### config.mk
export PLATFORM = sky130hd
export DESIGN_NAME = memory_bank_sort_merge
export DESIGN_NICKNAME = d
export VERILOG_FILES = /design/src/rtl/mbsm_pkg.sv /design/src/rtl/mbsm_ram.sv /design/src/rtl/mbsm_front.sv /design/src/rtl/mbsm_queue.sv /design/src/rtl/mbsm_back.sv /design/src/rtl/memory_bank_sort_merge.sv
export SDC_FILE = /design/constraint.sdc
export NUM_CORES = 2
export LEC_CHECK = 0
export BUFFER_PORTS_ARGS = -buffer_cell sky130_fd_sc_hd__buf_2
export CAP_MARGIN = 0
export CORE_ASPECT_RATIO = 0.7
export CORE_MARGIN = 3
export CORE_UTILIZATION = 41
export CTS_CLUSTER_SIZE = 10
export DETAILED_ROUTE_END_ITERATION = 8
export PLACE_DENSITY = 0.64
export SETUP_SLACK_MARGIN = 0.3
export SLEW_MARGIN = 20
export SYNTH_ARGS = -nofsm -noshare
export SYNTH_HDL_FRONTEND = slang
export SYNTH_SLANG_ARGS = --single-unit
### constraint.sdc
create_clock -name clk -period 21 [get_ports clk]
set_input_delay 0 -clock clk [delete_from_list [all_inputs] [get_ports clk]]
set_output_delay 0 -clock clk [all_outputs]
set_load 0.01 [all_outputs]
### src/rtl/mbsm_pkg.sv
// Shared types for the memory bank sort and merge block.
// Command flags passed from the front end to the back end, and back-end states.
// No dependencies.
package mbsm_pkg;

	// What one queued command asks the back end to do
	typedef struct packed {
		logic store;  // write the bank into its slot
		logic fin;    // set is closed: sort, merge, emit
	} mbsm_op_t;

	// Back-end sequencer states
	typedef enum logic [3:0] {
		B_IDLE,
		B_SORT_LD,
		B_SORT_CMP,
		B_SORT_WRA,
		B_MRG_RD0,
		B_MRG_LD,
		B_MRG_CMP,
		B_MRG_WR,
		B_EMIT_RD,
		B_EMIT,
		B_EMPTY
	} mbsm_state_t;

endpackage

### src/rtl/mbsm_ram.sv
// Generic single-write, single-read RAM with registered read data.
// No dependencies.
module mbsm_ram #(
	parameter int WIDTH = 128,
	parameter int DEPTH = 8
) (
	input  logic                     clk,
	input  logic                     we,
	input  logic [$clog2(DEPTH)-1:0] waddr,
	input  logic [WIDTH-1:0]         wdata,
	input  logic [$clog2(DEPTH)-1:0] raddr,
	output logic [WIDTH-1:0]         rdata
);

	logic [WIDTH-1:0] mem_q [DEPTH];

	always_ff @(posedge clk) begin
		if (we) begin
			mem_q[waddr] <= wdata;
		end
		rdata <= mem_q[raddr];
	end

endmodule

### src/rtl/mbsm_front.sv
// Front end: accepts items, tracks set fill and list end, classifies items.
// Depends on mbsm_pkg.
module mbsm_front #(
	parameter int MAX_BANKS = 8,
	parameter int ADDR_BITS = 64
) (
	input  logic                               clk,
	input  logic                               arst_n,
	input  logic                               start,
	input  logic                               full,
	output logic                               busy,
	input  logic [ADDR_BITS-1:0]               bank_start,
	input  logic [ADDR_BITS-1:0]               bank_length,
	input  logic                               final_item,
	output logic                               push,
	output mbsm_pkg::mbsm_op_t                 cmd_op,
	output logic [$clog2(MAX_BANKS)-1:0]       cmd_slot,
	output logic [$clog2(MAX_BANKS+1)-1:0]     cmd_count,
	output logic [ADDR_BITS-1:0]               cmd_start,
	output logic [ADDR_BITS-1:0]               cmd_len
);
	import mbsm_pkg::*;

	localparam int IW = $clog2(MAX_BANKS);
	localparam int CW = $clog2(MAX_BANKS + 1);

	logic          closed_q;
	logic [CW-1:0] held_q;
	logic          accept;
	logic          do_store;
	logic          do_close;

	// Classify the incoming item
	assign busy     = full;
	assign accept   = start && !full;
	assign do_close = !closed_q && (bank_length == '0);
	assign do_store = !closed_q && (bank_length != '0) && (held_q < CW'(MAX_BANKS));

	assign cmd_op.store = do_store;
	assign cmd_op.fin   = final_item;
	assign cmd_slot     = held_q[IW-1:0];
	assign cmd_count    = held_q + CW'(do_store);
	assign cmd_start    = bank_start;
	assign cmd_len      = bank_length;
	assign push         = accept && (do_store || final_item);

	// Set bookkeeping: fill count and list-end flag
	always_ff @(posedge clk or negedge arst_n) begin
		if (!arst_n) begin
			closed_q <= 1'b0;
			held_q   <= '0;
		end else if (accept) begin
			if (final_item) begin
				closed_q <= 1'b0;
				held_q   <= '0;
			end else begin
				if (do_close) begin
					closed_q <= 1'b1;
				end
				if (do_store) begin
					held_q <= held_q + 1'b1;
				end
			end
		end
	end

endmodule

### src/rtl/mbsm_queue.sv
// Two-entry command queue between front and back end.
// No dependencies.
module mbsm_queue #(
	parameter int WIDTH = 140
) (
	input  logic             clk,
	input  logic             arst_n,
	input  logic             push,
	input  logic [WIDTH-1:0] wdata,
	input  logic             pop,
	output logic [WIDTH-1:0] rdata,
	output logic             full,
	output logic             empty
);

	logic [WIDTH-1:0] ent_q [2];
	logic             wr_q;
	logic             rd_q;
	logic [1:0]       cnt_q;

	assign full  = (cnt_q == 2'd2);
	assign empty = (cnt_q == 2'd0);
	assign rdata = ent_q[rd_q];

	// Entry storage, no reset needed
	always_ff @(posedge clk) begin
		if (push) begin
			ent_q[wr_q] <= wdata;
		end
	end

	// Pointers and occupancy
	always_ff @(posedge clk or negedge arst_n) begin
		if (!arst_n) begin
			wr_q  <= 1'b0;
			rd_q  <= 1'b0;
			cnt_q <= 2'd0;
		end else begin
			if (push) begin
				wr_q <= !wr_q;
			end
			if (pop) begin
				rd_q <= !rd_q;
			end
			case ({push, pop})
				2'b10:   cnt_q <= cnt_q + 2'd1;
				2'b01:   cnt_q <= cnt_q - 2'd1;
				default: cnt_q <= cnt_q;
			endcase
		end
	end

endmodule

### src/rtl/mbsm_back.sv
// Back end: stores banks, exchange-sorts and merges them in the bank RAM,
// then emits the merged list. Depends on mbsm_pkg and mbsm_ram.
module mbsm_back #(
	parameter int MAX_BANKS = 8,
	parameter int ADDR_BITS = 64
) (
	input  logic                           clk,
	input  logic                           arst_n,
	input  logic                           q_empty,
	output logic                           pop,
	input  mbsm_pkg::mbsm_op_t             cmd_op,
	input  logic [$clog2(MAX_BANKS)-1:0]   cmd_slot,
	input  logic [$clog2(MAX_BANKS+1)-1:0] cmd_count,
	input  logic [ADDR_BITS-1:0]           cmd_start,
	input  logic [ADDR_BITS-1:0]           cmd_len,
	output logic                           out_valid,
	output logic [ADDR_BITS-1:0]           out_start,
	output logic [ADDR_BITS-1:0]           out_length,
	output logic [2:0]                     out_index,
	output logic [3:0]                     out_count,
	output logic                           out_last
);
	import mbsm_pkg::*;

	localparam int IW = $clog2(MAX_BANKS);
	localparam int CW = $clog2(MAX_BANKS + 1);

	mbsm_state_t           state_q, state_d;
	logic [CW-1:0]         n_q, i_q, j_q, k_q;
	logic [ADDR_BITS-1:0]  cur_start_q, cur_len_q;

	logic                  ram_we;
	logic [IW-1:0]         ram_waddr, ram_raddr;
	logic [2*ADDR_BITS-1:0] ram_wdata, ram_rdata;
	logic [ADDR_BITS-1:0]  rd_start, rd_len;

	logic                  swap, adj, j_end, i_end;
	logic [CW+3:0]         j_ext, n_ext;

	assign rd_start = ram_rdata[2*ADDR_BITS-1:ADDR_BITS];
	assign rd_len   = ram_rdata[ADDR_BITS-1:0];

	// Exchange and adjacency tests against the held bank
	assign swap  = cur_start_q > rd_start;
	assign adj   = rd_start == (cur_start_q + cur_len_q);
	assign j_end = CW'(j_q + 1'b1) == n_q;
	assign i_end = CW'(i_q + 2'd2) == n_q;
	assign j_ext = {4'b0, j_q};
	assign n_ext = {4'b0, n_q};

	mbsm_ram #(
		.WIDTH(2 * ADDR_BITS),
		.DEPTH(MAX_BANKS)
	) u_ram (
		.clk  (clk),
		.we   (ram_we),
		.waddr(ram_waddr),
		.wdata(ram_wdata),
		.raddr(ram_raddr),
		.rdata(ram_rdata)
	);

	// State register
	always_ff @(posedge clk or negedge arst_n) begin
		if (!arst_n) begin
			state_q <= B_IDLE;
		end else begin
			state_q <= state_d;
		end
	end

	// Next state, RAM port control, queue pop
	always_comb begin
		state_d   = state_q;
		pop       = 1'b0;
		ram_we    = 1'b0;
		ram_waddr = '0;
		ram_wdata = {cur_start_q, cur_len_q};
		ram_raddr = '0;
		unique case (state_q)
			B_IDLE: begin
				if (!q_empty) begin
					pop = 1'b1;
					if (cmd_op.store) begin
						ram_we    = 1'b1;
						ram_waddr = cmd_slot;
						ram_wdata = {cmd_start, cmd_len};
					end
					if (cmd_op.fin) begin
						if (cmd_count == '0) begin
							state_d = B_EMPTY;
						end else if (cmd_count == CW'(1)) begin
							state_d = B_MRG_RD0;
						end else begin
							state_d = B_SORT_LD;
						end
					end
				end
			end
			B_SORT_LD: begin
				ram_raddr = i_q[IW-1:0] + 1'b1;
				state_d   = B_SORT_CMP;
			end
			B_SORT_CMP: begin
				if (swap) begin
					ram_we    = 1'b1;
					ram_waddr = j_q[IW-1:0];
				end
				if (j_end) begin
					state_d = B_SORT_WRA;
				end else begin
					ram_raddr = j_q[IW-1:0] + 1'b1;
				end
			end
			B_SORT_WRA: begin
				ram_we    = 1'b1;
				ram_waddr = i_q[IW-1:0];
				if (i_end) begin
					state_d = B_MRG_RD0;
				end else begin
					ram_raddr = i_q[IW-1:0] + 1'b1;
					state_d   = B_SORT_LD;
				end
			end
			B_MRG_RD0: begin
				state_d = B_MRG_LD;
			end
			B_MRG_LD: begin
				if (n_q == CW'(1)) begin
					state_d = B_MRG_WR;
				end else begin
					ram_raddr = IW'(1);
					state_d   = B_MRG_CMP;
				end
			end
			B_MRG_CMP: begin
				if (!adj) begin
					ram_we    = 1'b1;
					ram_waddr = k_q[IW-1:0];
				end
				if (j_end) begin
					state_d = B_MRG_WR;
				end else begin
					ram_raddr = j_q[IW-1:0] + 1'b1;
				end
			end
			B_MRG_WR: begin
				ram_we    = 1'b1;
				ram_waddr = k_q[IW-1:0];
				state_d   = B_EMIT_RD;
			end
			B_EMIT_RD: begin
				state_d = B_EMIT;
			end
			B_EMIT: begin
				if (j_end) begin
					state_d = B_IDLE;
				end else begin
					ram_raddr = j_q[IW-1:0] + 1'b1;
				end
			end
			B_EMPTY: begin
				state_d = B_IDLE;
			end
			default: begin
				state_d = B_IDLE;
			end
		endcase
	end

	// Counters
	always_ff @(posedge clk or negedge arst_n) begin
		if (!arst_n) begin
			n_q <= '0;
			i_q <= '0;
			j_q <= '0;
			k_q <= '0;
		end else begin
			case (state_q)
				B_IDLE: begin
					if (pop && cmd_op.fin) begin
						n_q <= cmd_count;
						i_q <= '0;
					end
				end
				B_SORT_LD:  j_q <= i_q + 1'b1;
				B_SORT_CMP: j_q <= j_q + 1'b1;
				B_SORT_WRA: i_q <= i_q + 1'b1;
				B_MRG_LD: begin
					j_q <= CW'(1);
					k_q <= '0;
				end
				B_MRG_CMP: begin
					j_q <= j_q + 1'b1;
					if (!adj) begin
						k_q <= k_q + 1'b1;
					end
				end
				B_MRG_WR:  n_q <= k_q + 1'b1;
				B_EMIT_RD: j_q <= '0;
				B_EMIT:    j_q <= j_q + 1'b1;
				default: ;
			endcase
		end
	end

	// Held bank: current sort candidate or merge accumulator
	always_ff @(posedge clk) begin
		case (state_q) inside
			B_SORT_LD, B_MRG_LD: begin
				cur_start_q <= rd_start;
				cur_len_q   <= rd_len;
			end
			B_SORT_CMP: begin
				if (swap) begin
					cur_start_q <= rd_start;
					cur_len_q   <= rd_len;
				end
			end
			B_MRG_CMP: begin
				if (adj) begin
					cur_len_q <= cur_len_q + rd_len;
				end else begin
					cur_start_q <= rd_start;
					cur_len_q   <= rd_len;
				end
			end
			default: ;
		endcase
	end

	// Result strobe
	always_ff @(posedge clk or negedge arst_n) begin
		if (!arst_n) begin
			out_valid <= 1'b0;
		end else begin
			out_valid <= (state_q == B_EMIT) || (state_q == B_EMPTY);
		end
	end

	// Result payload
	always_ff @(posedge clk) begin
		if (state_q == B_EMIT) begin
			out_start  <= rd_start;
			out_length <= rd_len;
			out_index  <= j_ext[2:0];
			out_count  <= n_ext[3:0];
			out_last   <= j_end;
		end else if (state_q == B_EMPTY) begin
			out_start  <= '0;
			out_length <= '0;
			out_index  <= '0;
			out_count  <= '0;
			out_last   <= 1'b1;
		end
	end

endmodule

### src/rtl/memory_bank_sort_merge.sv
// Top level of the memory bank sort and merge block.
// Depends on mbsm_pkg, mbsm_front, mbsm_queue, mbsm_back (and mbsm_ram).
//
//  channel  | handshake                 | payload
//  ---------+---------------------------+-----------------------------------------
//  input    | start & !busy accepts     | bank_start, bank_length, final_item
//  result   | out_valid, one cycle each | out_start, out_length, out_index,
//           |                           | out_count, out_last
//
// The front end takes one item per cycle while the two-entry queue has room. A final
// item with n stored banks merging to m occupies the back end through the exchange
// sort and merge passes in the bank RAM, and no further command is popped meanwhile;
// the m results leave one per cycle at the end of that span (one all-zero result for
// an empty set).
// busy is high while the queue is full. All control state clears on reset.
// The result side cannot stall: each result shows for exactly one cycle.
module memory_bank_sort_merge #(
	parameter int MAX_BANKS = 8,
	parameter int ADDR_BITS = 64
) (
	input  logic                 clk,
	input  logic                 arst_n,
	input  logic                 start,
	output logic                 busy,
	input  logic [ADDR_BITS-1:0] bank_start,
	input  logic [ADDR_BITS-1:0] bank_length,
	input  logic                 final_item,
	output logic                 out_valid,
	output logic [ADDR_BITS-1:0] out_start,
	output logic [ADDR_BITS-1:0] out_length,
	output logic [2:0]           out_index,
	output logic [3:0]           out_count,
	output logic                 out_last
);
	import mbsm_pkg::*;

	localparam int IW = $clog2(MAX_BANKS);
	localparam int CW = $clog2(MAX_BANKS + 1);
	localparam int QW = 2 + IW + CW + 2 * ADDR_BITS;

	logic                 push, pop, q_full, q_empty;
	mbsm_op_t             f_op, b_op;
	logic [IW-1:0]        f_slot, b_slot;
	logic [CW-1:0]        f_count, b_count;
	logic [ADDR_BITS-1:0] f_start, f_len, b_start, b_len;
	logic [QW-1:0]        q_wdata, q_rdata;

	mbsm_front #(
		.MAX_BANKS(MAX_BANKS),
		.ADDR_BITS(ADDR_BITS)
	) u_front (
		.clk        (clk),
		.arst_n     (arst_n),
		.start      (start),
		.full       (q_full),
		.busy       (busy),
		.bank_start (bank_start),
		.bank_length(bank_length),
		.final_item (final_item),
		.push       (push),
		.cmd_op     (f_op),
		.cmd_slot   (f_slot),
		.cmd_count  (f_count),
		.cmd_start  (f_start),
		.cmd_len    (f_len)
	);

	// Pack and unpack commands around the queue
	assign q_wdata = {f_op, f_slot, f_count, f_start, f_len};
	assign {b_op, b_slot, b_count, b_start, b_len} = q_rdata;

	mbsm_queue #(
		.WIDTH(QW)
	) u_queue (
		.clk   (clk),
		.arst_n(arst_n),
		.push  (push),
		.wdata (q_wdata),
		.pop   (pop),
		.rdata (q_rdata),
		.full  (q_full),
		.empty (q_empty)
	);

	mbsm_back #(
		.MAX_BANKS(MAX_BANKS),
		.ADDR_BITS(ADDR_BITS)
	) u_back (
		.clk       (clk),
		.arst_n    (arst_n),
		.q_empty   (q_empty),
		.pop       (pop),
		.cmd_op    (b_op),
		.cmd_slot  (b_slot),
		.cmd_count (b_count),
		.cmd_start (b_start),
		.cmd_len   (b_len),
		.out_valid (out_valid),
		.out_start (out_start),
		.out_length(out_length),
		.out_index (out_index),
		.out_count (out_count),
		.out_last  (out_last)
	);

endmodule

======== Word level (Yosys, flattened, before mapping) ========
Memory sizes are Yosys's and may differ from the RTL's. A register that Yosys moved wholly into a read port is not among the register bits.
Index checks and enable logic that the tools add are counted.
word-level totals
  register bits ........................... 294
  RAM bits ................................ 1298
  input bits .............................. 132
  output and inout port bits .............. 138
  word-level logic and storage cells ...... 162
  memories kept ........................... 2
memory list
  memory              words  bits a word  read ports  clocked after memory_dff  write ports  line              text
  u_back.u_ram.mem_q  8      128          1           1                         1            mbsm_ram.sv:15    logic [WIDTH-1:0] mem_q [DEPTH];
  u_queue.ent_q       2      137          1           0                         1            mbsm_queue.sv:16  logic [WIDTH-1:0] ent_q [2];
operators by class
  $add $sub $neg .......................... 12
  magnitude comparators ................... 2
  equal/unequal tests ..................... 27
  muxes and demuxes ....................... 64
  reduce and logical (&&, ||, !) cells .... 37
operators by type and width
  kind                                                              count
  64-bit 2-to-1 mux                                                 13
  128-bit 2-to-1 mux                                                3
  64-bit adder                                                      2
  64-bit == test                                                    1
  64-bit greater-than comparator                                    1
  64-bit logical NOT                                                1
  64-bit nonzero test                                               1
  4-bit 2-to-1 mux                                                  13
  4-bit case mux with 10 select lines                               1
  3-bit 2-to-1 mux                                                  10
  4-bit case mux with 2 select lines                                3
  4-bit by 1-bit adder with 4-bit output (second input constant)    4
  4-bit by 3-bit == test with 1-bit output (second input constant)  4
  1-bit 2-to-1 mux                                                  16
  4-bit case mux with 4 select lines                                1
  3-bit case mux with 5 select lines                                1
  2-bit nonzero test                                                7
  4-bit by 1-bit == test with 1-bit output (second input constant)  3
  4-bit == test (second input constant)                             3
  3-bit case mux with 4 select lines                                1
  2-bit AND reduction                                               6
  4-bit by 2-bit == test with 1-bit output (second input constant)  2
  4-bit == test                                                     2
  4-bit logical NOT                                                 2
  24 further kinds                                                  41

======== Logic depth before layout (Yosys ltp) ========
  depth in word-level cells ............... 7
  gate-level depth with buffers ........... 18
  mapped depth without buffers ............ 16

======== Hierarchy ========
A second synthesis with hierarchy kept.
second synthesis, totals
  cells, all modules ...................... 4980
  area, all modules ....................... 76276.9 µm²
by module, submodules not included
  module      times used  cells an instance  area an instance (µm²)  sequential area each (µm²)
  mbsm_ram    1           1620               41554.9                 33311.9
  mbsm_back   1           2727               23107.2                 8453.1
  mbsm_queue  1           442                10117.2                 8328.0
  mbsm_front  1           191                1497.7                  125.1

======== Worst setup path after synthesis ========
No wires, ideal clock.
  path type ............................... register -> register
  from .................................... register u_back.cur_len_q[0]
  to ...................................... memory u_back.u_ram.mem_q[1][0] (enable)
  setup time .............................. 0.929 ns
  arrival ................................. 15.352 ns
  required time ........................... 20.071 ns
  slack ................................... 4.719 ns
  stages on the path, launching flop included .. 15
  path buffers ............................ 0
  period minus slack after synthesis ...... 16.281 ns
  path through ............................ edfxtp_1 ha_1 fa_1 a211oi_1 o211ai_1 a211oi_2 o31ai_2 a21oi_1 mux2i_1 nand4_1 nor4_1 nand4_1 nor4_2 a31oi_1 nor4_1
on the way
  longest elaborated chain between the ends .. 6
  elaborated cells on any way between the ends .. 8
  those cells by class .................... add/sub: 1; eq/ne: 1; mux: 6
RTL lines
  item                                    line              text
  start: declaration                      mbsm_back.sv:30   logic [ADDR_BITS-1:0] cur_start_q, cur_len_q;
  start signal: assignment                mbsm_back.sv:212  cur_len_q <= rd_len;
  start signal: assignment                mbsm_back.sv:217  cur_len_q <= rd_len;
  start signal: assignment                mbsm_back.sv:222  cur_len_q <= cur_len_q + rd_len;
  64-bit adder *                          mbsm_back.sv:45   assign adj = rd_start == (cur_start_q + cur_len_q);
  64-bit == test *                        mbsm_back.sv:45
  1-bit 2-to-1 mux                        mbsm_back.sv:137  if (!adj) begin
  1-bit case mux with 4 select lines      mbsm_back.sv:80   unique case (state_q)
  1-bit 2-to-1 mux                        mbsm_ram.sv:18    if (we) begin
  1-bit 2-to-1 mux (not written as such)  mbsm_ram.sv:19    mem_q[waddr] <= wdata;
  end: declaration                        mbsm_ram.sv:15
Every way passes the cells marked *; elsewhere a longest branch is shown, timed or not.

======== Worst setup path after layout ========
  from .................................... register u_back.cur_len_q[10]
  to ...................................... memory u_back.u_ram.mem_q[2][53] (enable)
Same word-level chain as after synthesis.

==> impl_metrics.csv <==
group,metric,value,unit
timing,period_needed,8.01,ns
worst_setup_path,path_class,"reg2reg",
logic_synthesis,synthSimpleGateAreaFrac,15.7,%
die,ioPinCount,270,
logic_synthesis,ys_types,92,
timing,rsz0062_at_grt,"false",
logic_synthesis,synth-xor-area-share,1.90,%
logic_synthesis,syn_nets,6701,
global_routing,antenna_found_initial,16,
placement,port_buffers,269,
die,num_rows,131,
global_routing,grt_pass1_wl,348,mm
cts,cts_buffers,194,
drt,avgRoutedWirePerCell,25.2,µm
worst_setup_path,crit_path_start_kind,"register",
timing,setup_ws,12.99,ns
drt,via_per_inst,5.63,
logic_synthesis,synth_fa_ha_area_share,3.32,%
placement,gp_congestion,1.02,
global_routing,grt.overflow.total,0,
drt,drc,0,
layout,nFillCells,16300,
cts,post_cts_resized,0,
cts,cts_sinks,1720,
timing,max_clock_freq,125,MHz
layout,seq_area,0.0502,mm²
hold_path,hp-class,"in2reg",
logic_synthesis,synth.cell_area,0.0758,mm²
worst_setup_path,cp.arrival,8.45,ns
worst_setup_path,critPathMaxFanout,49,
cts,cts.reportedPaths.clkPinSlew,0.06,ns
timing,fin_crit_sh,38.1,%
worst_setup_path,crit_path_end_kind,"register",
logic_synthesis,yosysTopAreaCell,"edfxtp_1",
run,maxCapViolCount,0,
timing,setup_viol_count_final,0,
timing,tns,0,ns
placement,dpl_worst_slack,13.27,ns
timing,slew_headroom,20.2,%
layout,multiInputGateArea,0.0240,mm²
logic_synthesis,synth.area.top_cells,"edfxtp_1 62%, nand2_1 6.6%, nand3_1 4.6%",
die,core,0.183,mm²
die,start_util,41.4,%
logic_synthesis,muxShareOfSynthArea,2.90,%
cts,htree_levels,4,
die,chipHeight,366,µm
logic_synthesis,synth_top_family_by_area,"simple AND/OR/NAND/NOR gates",
status,status,"finished clean",
cts,post_cts_buffers,0,
drt,wl,239,mm
cts,ctsLongestPathBuffers,3,
placement,hpwl,163,mm
logic_synthesis,synth_warnings,0,
die,die_area,0.190,mm²
timing,hold_viol,0,
drt,firstDrtPassIters,6,
layout,drive_above_1_share,10.2,%
logic_synthesis,ys_seq_area_share,66.3,%
timing,worst_slew_pin_slew,1.19,ns
worst_setup_path,critPathRequiredTime,21.45,ns
logic_synthesis,synth_edf_count,1562,
global_routing,grt_pass1_vias,50300,
cts,cts_hold_buf,261,
drt,ant_nets,0,
timing,slew_violations,0,
cts,ctsRootBufferMaster,"clkbuf_16",
logic_synthesis,syn_avg_cell_area,11.9,µm²
die,die_w,520,µm
drt,drt_iter0_markers,6776,
logic_synthesis,synth.most_common_cell,"edfxtp_1",
logic_synthesis,synth_top_area_share,61.9,%
logic_synthesis,synth_cells,6369,
timing,clock_skew,0.0532,ns
logic_synthesis,synth-compound-area-share,7.58,%
logic_synthesis,ys_ff_latch,1720,
drt,num_vias,53400,
cts,cts_tree,"done",
logic_synthesis,async_flop_share,1.74,%
logic_synthesis,synth_ff_type,"edfxtp_1",
global_routing,grtUsageTotal,24.5,%
layout,area_growth,16.5,%
layout,layout.nets,7181,
cts,clk_latency,0.85,ns
logic_synthesis,synth_common_cells,"1562 x edfxtp_1, 1330 x nand2_1, 690 x nand3_1",
global_routing,grt_max_degree,185,
==> state kept, by name (all words and copies together), names as in the netlist, 64 cells and up <==
| signal | flops |
|---|---|
| u_back.cur_start_q | 64 |
| u_back.u_ram.mem_q | 1024 |
| u_back.out_length | 64 |
| u_back.cur_len_q | 64 |
| u_back.u_ram.rdata | 128 |
| u_back.out_start | 64 |
| u_queue.ent_q | 274 |
==> kinds of logic (layout without fill, tap and decap cells) <==
group	after synthesis	in the layout
AOI/OAI and AO/OA	947	947
xor gates and xnor gates	164	164
adders and majority gates	200	200
buffers and inverters	447	1087
DFF	1720	1720
muxes	208	208
other	0	3
and+or+nand+nor	2683	2683
==> worst max-delay path, stage by stage, from the launching register on <==
cell,delay (ns)
edfxtp_1,0.44
ha_1,0.48
nand4_1,0.38
a211oi_1,0.67
nor2_2,0.21
o21bai_4,0.38
a21oi_1,0.15
nor4b_1,0.36
mux2i_1,0.51
nand4_1,0.21
nor4_2,0.94
nand3b_1,0.29
a41oi_2,0.50
nor3b_2,0.64
buf_4,0.52
buf_4,0.74
==> metrics by stage <==
| step | area [µm²] | std cells | util, % | hold slack [ns] |
|---|---|---|---|---|
| after detailed placement | 79800 | 8851 | 43.6 | 0.122 |
| after floorplan | 75800 | 6369 | - | -0.296 |
| after global routing | 88300 | 9470 | 48.3 | 0.155 |
| after global placement | 79700 | 8850 | 43.6 | 0.116 |
| after CTS | 88200 | 9468 | 48.2 | 0.0917 |
| final | 88300 | 9472 | 48.3 | 0.187 |
==> metal layers <==
| metal | GRT usage [%] | up-vias | part of all wire [%] |
|---|---|---|---|
| li1 | - | 24400 | - |
| met1 | 37.3 | 26400 | 45 |
| met2 | 36.3 | 2324 | 44 |
| met3 | 4.05 | 288 | 8.0 |
| met4 | 6.13 | 4 | 2.5 |
| met5 | 0 | - | 0.014 |
==> cell usage in the layout (no fill, tap or decap), types with 9 or more instances in the layout <==
| cell type | n |
|---|---|
| a31oi_1 | 13 |
| o211ai_1 | 19 |
| nor4_1 | 32 |
| xnor2_1 | 105 |
| nand2_1 | 1329 |
| o21a_1 | 21 |
| mux2i_1 | 146 |
| o21ai_0 | 259 |
| a21o_1 | 63 |
| a21boi_0 | 9 |
| mux2_4 | 10 |
| nand3_1 | 690 |
| nor2b_1 | 16 |
| buf_4 | 86 |
| o21ai_1 | 22 |
| a2111oi_0 | 9 |
| or3_1 | 13 |
| clkbuf_16 | 194 |
| dfxtp_1 | 128 |
| xor2_1 | 59 |
| nor3_1 | 114 |
| nor2_1 | 255 |
| a211oi_1 | 22 |
| and4_1 | 10 |
| inv_1 | 110 |
| dlygate4sd3_1 | 260 |
| mux2_2 | 52 |
| buf_2 | 269 |
| o21bai_1 | 23 |
| o22ai_1 | 13 |
| clkbuf_1 | 133 |
| ha_1 | 198 |
| nand2b_1 | 16 |
| a21oi_1 | 350 |
| clkbuf_8 | 9 |
| edfxtp_1 | 1562 |
| nand4_1 | 79 |
| and3_1 | 72 |
| a211o_1 | 14 |
| dfrtp_1 | 29 |
==> worst paths after layout <==
kind,startpoint,cells after the start,end,slack (ns)
worst max-delay path,u_back.cur_len_q[10],15,u_back.u_ram.mem_q[2][53],12.99
worst min-delay path,start,4,u_front.closed_q,0.19
worst max register to register,u_back.cur_len_q[10],15,u_back.u_ram.mem_q[2][53],12.99
worst min register to register,u_back.u_ram.rdata[67],0,u_back.cur_start_q[3],0.48
max in group asynchronous,arst_n,4,u_back.j_q[1],20.57
min in group asynchronous,arst_n,4,u_queue.wr_q,0.22
==> layout make-up <==
class	count	area share (%)
Antenna cell	3	0.00850
Clock buffer	336	6.20
Clock inverter	20	0.418
Inverter	110	0.468
Multi-Input combinational cell	4202	27.2
Sequential cell	1720	56.9
Tap cell	2460	3.49
Timing Repair Buffer	621	5.35
Power is left out: the tool's default activity adds up to more than one toggle a clock period on the data nets, which glitch-free logic cannot reach.
